## src/hw/rtl/sds_ram.sv

```systemverilog
// ----------------------------------------------------------------------------
// sds_ram: generic single-port-write, single-port-read RAM
// One write and one registered read per cycle.
// ----------------------------------------------------------------------------
module sds_ram #(
	parameter int Width = 8,
	parameter int Depth = 16
) (
	input  logic                     clk,
	input  logic                     we,
	input  logic [$clog2(Depth)-1:0] waddr,
	input  logic [Width-1:0]         wdata,
	input  logic [$clog2(Depth)-1:0] raddr,
	output logic [Width-1:0]         rdata
);
	logic [Width-1:0] mem [Depth];

	always_ff @(posedge clk) begin
		if (we) begin
			mem[waddr] <= wdata;
		end
		rdata <= mem[raddr];
	end
endmodule

```

## config.mk

```make
export PLATFORM = sky130hd
export DESIGN_NAME = sds_ram
export DESIGN_NICKNAME = d
export VERILOG_FILES = /design/src/hw/rtl/sds_ram.sv
export SDC_FILE = /design/constraint.sdc
export NUM_CORES = 1
export LEC_CHECK = 0
export BUFFER_PORTS_ARGS = -buffer_cell sky130_fd_sc_hd__buf_2
export CAP_MARGIN = 10
export CORE_ASPECT_RATIO = 1.75
export CORE_MARGIN = 2
export CORE_UTILIZATION = 50
export CTS_CLUSTER_DIAMETER = 40
export CTS_CLUSTER_SIZE = 14
export DETAILED_ROUTE_END_ITERATION = 12
export GPL_TIMING_DRIVEN = 0
export MAX_ROUTING_LAYER = met4
export PLACE_DENSITY = 0.7
export SYNTH_ARGS = -nofsm -noshare
export SYNTH_HDL_FRONTEND = slang
export SYNTH_SLANG_ARGS = --single-unit
```

## constraint.sdc

```tcl
create_clock -name clk -period 1.7 [get_ports clk]
set_clock_uncertainty 0.15 [all_clocks]
set_input_delay 0.085 -clock clk [delete_from_list [all_inputs] [get_ports clk]]
set_output_delay 0.085 -clock clk [all_outputs]
set_load 0.005 [all_outputs]
```

; Word-level counts from Yosys, hierarchy flattened
; Memory sizes are Yosys's and may differ from the RTL's. A register that Yosys moved wholly into a read port is not among the register bits.
; Cells that the tools add are included.
[totals]
regBits = 0
latch_bits = 0
ramBits = 128
romBits = 0
in_bits = 18
output_inout_bits = 8
mem_count = 1
[classes]
add_sub_neg = 0
multipliers = 0
div = 0
order_cmp = 0
n_eq_ne = 0
n_shift = 0
muxes = 2
bitwise_logic = 0
reduce_logical = 0
[mem_list]
columns = memory, words, word_bits, read_ports, rd_ports_with_merged_regs, write_ports, line_no
row1 = mem, 16, 8, 1, 1, 1, 16  ; logic [Width-1:0] mem [Depth];
[ops]
columns = cell, count
row1 = two-way mux 1 bit, 2

; Logic depth before layout (Yosys ltp)
[depth]
word_depth = 2
ltp_mapped = 5

; Worst setup path after synthesis
; Ideal clock, no wire load.
[synth_timing]
kind = in2reg
startpoint = input port waddr[2]
endpoint = memory mem[0][0], enable pin
setup_ps = 383
arrival_ps = 1195
slack_ps = -28
cell_stages = 2
cell_sequence = or3b_2 > nor3_1
[synth_rtl]
columns = element, line_no
row1 = "start, declared", 11  ; input logic [$clog2(Depth)-1:0] waddr,
row2 = "end, declared", 16
; Straight into the memory's write port.

; Worst setup path after layout
[layout_timing]
startpoint = input port waddr[0]
endpoint = memory mem[4][7], enable pin
; Straight into the memory's write port.

==> flow_summary.json <==
{
  "outcome": "finished clean",
  "postSynthAreaPerCell_sq_um": 22.5,
  "fmax_mhz": 633,
  "grt_pass1_vias": 2501,
  "clk_root_buffer_cell": "clkbuf_16",
  "hold_path_class": "input port to flop",
  "reg2reg_depth": 3,
  "ir_drop_mv": 0.790,
  "drv_slew": 0,
  "cp-end-kind": "flop",
  "netlist_area_sq_um": 5150,
  "antenna_cells": 0,
  "synth_top_family_by_area": "multiplexers",
  "final.period_utilization_pct": 92.9,
  "io_pins": 26,
  "gp_congestion": 0.825,
  "synth_xor_area_share_pct": 0,
  "grt_max_degree": 17,
  "worst_slack_ps": 121,
  "max-slew-margin-rel_pct": 44.4,
  "syn_inst": 229,
  "p_int_w": 0.00598,
  "area_delta_synth_final_pct": 18.4,
  "swShare_pct": 19.2,
  "yosys.area_share.simple_pct": 3.18,
  "clk_pin_slew_ps": 50,
  "cp-start-kind": "input port",
  "cp.required_ps": 1670,
  "synth.mux.area_fraction_pct": 15.0,
  "cp_max_fo": 7,
  "synthTopCellsByArea": "edfxtp_1, mux4_2, mux4_1, dfxtp_1, a22oi_1",
  "drt-pass1-iter-count": 4,
  "rsz0062_at_grt": "false",
  "switching_power_w": 0.00143,
  "maxCapViolCount": 0,
  "synth_nets": 247,
  "yosysWarningCount": 0,
  "synth_top_area_share_pct": 74.7,
  "criticalPathCategory": "input port to flop",
  "p_leak_nw": 2.06,
  "drc_errors": 0,
  "pwr_density_cell_nw_per_um2": 1210,
  "clk_latency_ps": 410,
  "grt_use_total_pct": 19.9,
  "num_rows": 49,
  "min_period_ps": 1580,
  "synth_largest_area_cell": "edfxtp_1",
  "cts_tree": "yes",
  "grt_overflow": 0,
  "dieArea_sq_um": 11200,
  "start_util_pct": 50.6,
  "drtIter0Drc": 182,
  "dp.final_hpwl_mm": 6.42,
  "hold_violations": 0,
  "cts_max_level": 4,
  "postCtsSetupBuffers": 0,
  "antenna_found_initial": 0,
  "wirelength_mm": 9.85,
  "cp.arrival_ps": 1550,
  "fin_nets": 304,
  "wl_per_cell_um": 23.1,
  "port_buffers": 24,
  "dr_total_vias": 2469,
  "synth-seq-cells": 136,
  "fp.coreArea_sq_um": 10200,
  "synth_seq_area_share_pct": 77.8,
  "pwr-share-clk_pct": 44.0,
  "synth-compound-area-share_pct": 2.33,
  "synthAdderAreaFrac_pct": 0,
  "cts_buffer_depth": 2,
  "grt_pass1_wl_mm": 14.5,
  "die_h_um": 138,
  "cts_sinks": 136,
  "power_w": 0.00741,
  "dp_worst_setup_slack_ps": -338,
  "sequentialPowerShare_pct": 50.9,
  "multi_input_area_sq_um": 1060,
  "whs_path_depth": 2,
  "worst_pin_slew_ps": 831,
  "cts_made_buffers": 17,
  "vias_per_cell": 5.80,
  "postRouteAntennaNets": 0,
  "p_comb_share_pct": 5.1,
  "die_w_um": 80.7,
  "setup_viol": 0,
  "seq_area_sq_um": 4000,
  "yosysUniqueCellTypes": 19,
  "num-fill-cells": 783,
  "r2r_setup_slack_ps": 120,
  "drive_above_1_share_pct": 26.8
}
==> power by group through the flow <==
stage / clock network [W] / registers (W) / logic [W]
2_1_floorplan: 0 / 0.00384 / 0.000191
3_3_place_gp: 0 / 0.00383 / 0.000349
3_5_place_dp: 0 / 0.00384 / 0.000360
4_1_cts: 0.00328 / 0.00377 / 0.000377
5_1_grt: 0.00341 / 0.00377 / 0.000405
6_report: 0.00326 / 0.00377 / 0.000377
==> worst max-delay path, stage by stage <==
cell and delay [ps]:
buf_2 140, dlygate4sd3_1 560, nor3_1 440, clkbuf_4 310
==> layout by cell type (no fill, tap or decap), types with 3 or more instances in the layout <==
master / instances
a22oi_1: 16
buf_2: 28
buf_6: 3
clkbuf_1: 9
clkbuf_16: 18
clkbuf_8: 3
clkdlybuf4s25_2: 3
dfxtp_1: 8
dlygate4sd3_1: 11
edfxtp_1: 128
mux4_1: 14
mux4_2: 18
nand2_1: 9
nor2_1: 13
nor3_1: 3
==> cell usage after synthesis <==
cell / count
clkdlybuf4s25_2: 3
nor2b_1: 1
nand2b_1: 2
mux4_1: 14
edfxtp_1: 128
nand3b_1: 2
dfxtp_1: 8
nand3_1: 1
or3b_2: 1
and2b_1: 1
and2_1: 1
nand2_1: 9
a22oi_1: 16
buf_4: 1
buf_2: 3
nor3_1: 4
nor2_1: 13
mux4_2: 18
buf_6: 3
==> cell type report <==
cell class / count / area share, %
timing repair buffer: 38 / 4.10
tap: 127 / 2.61
multi-input combinational: 83 / 17.4
sequential: 136 / 65.7
clock inverter: 2 / 0.164
clock buffer: 30 / 8.62
buffer: 10 / 1.42
==> sequential cells by signal, summed over array words and instances, names as in the netlist <==
signal and cells:
mem 128, rdata 8
==> worst paths after layout <==
kind,startpoint,to
setup reg to reg,mem[1][2],rdata[2]
setup / recovery,waddr[0],mem[4][7]
hold / removal,waddr[1],mem[4][2]
hold reg to reg,mem[12][2],rdata[2]
==> routing by layer <==
| layer | global-route usage, % | vias up | part of all wire (%) |
|---|---|---|---|
| li1 | - | 1088 | - |
| met1 | 22.5 | 1274 | 38 |
| met2 | 32.0 | 89 | 54 |
| met3 | 6.72 | 18 | 4.9 |
| met4 | 8.47 | 0 | 3.0 |
| met5 | - | - | 0 |
==> per-stage QoR <==
| step | utilization [%] | setup TNS [ps] | hold slack, ps | instance area [sq um] | instances |
|---|---|---|---|---|---|
| after floorplan | - | 0 | 33.9 | 5150 | 229 |
| after global placement | 53.4 | -12710 | 310 | 5430 | 380 |
| after detailed placement | 53.4 | -11260 | 312 | 5440 | 381 |
| after CTS | 59.5 | 0 | 7.27 | 6050 | 421 |
| after global routing | 59.9 | 0 | 0.865 | 6100 | 426 |
| final | 59.9 | 0 | 4.09 | 6100 | 426 |
==> timing repair <==
action | in CTS | in global routing
resized for setup | 0 | 0
hold buffers | 8 | 3
endpoints found under the hold margin | 128 | 2
==> cell families after synthesis <==
kind of cell	after synthesis
simple gates	35
buf+inv	10
mux	32
flops	136
compound gates	16
Note: power is estimated with default switching activity, not from simulation.
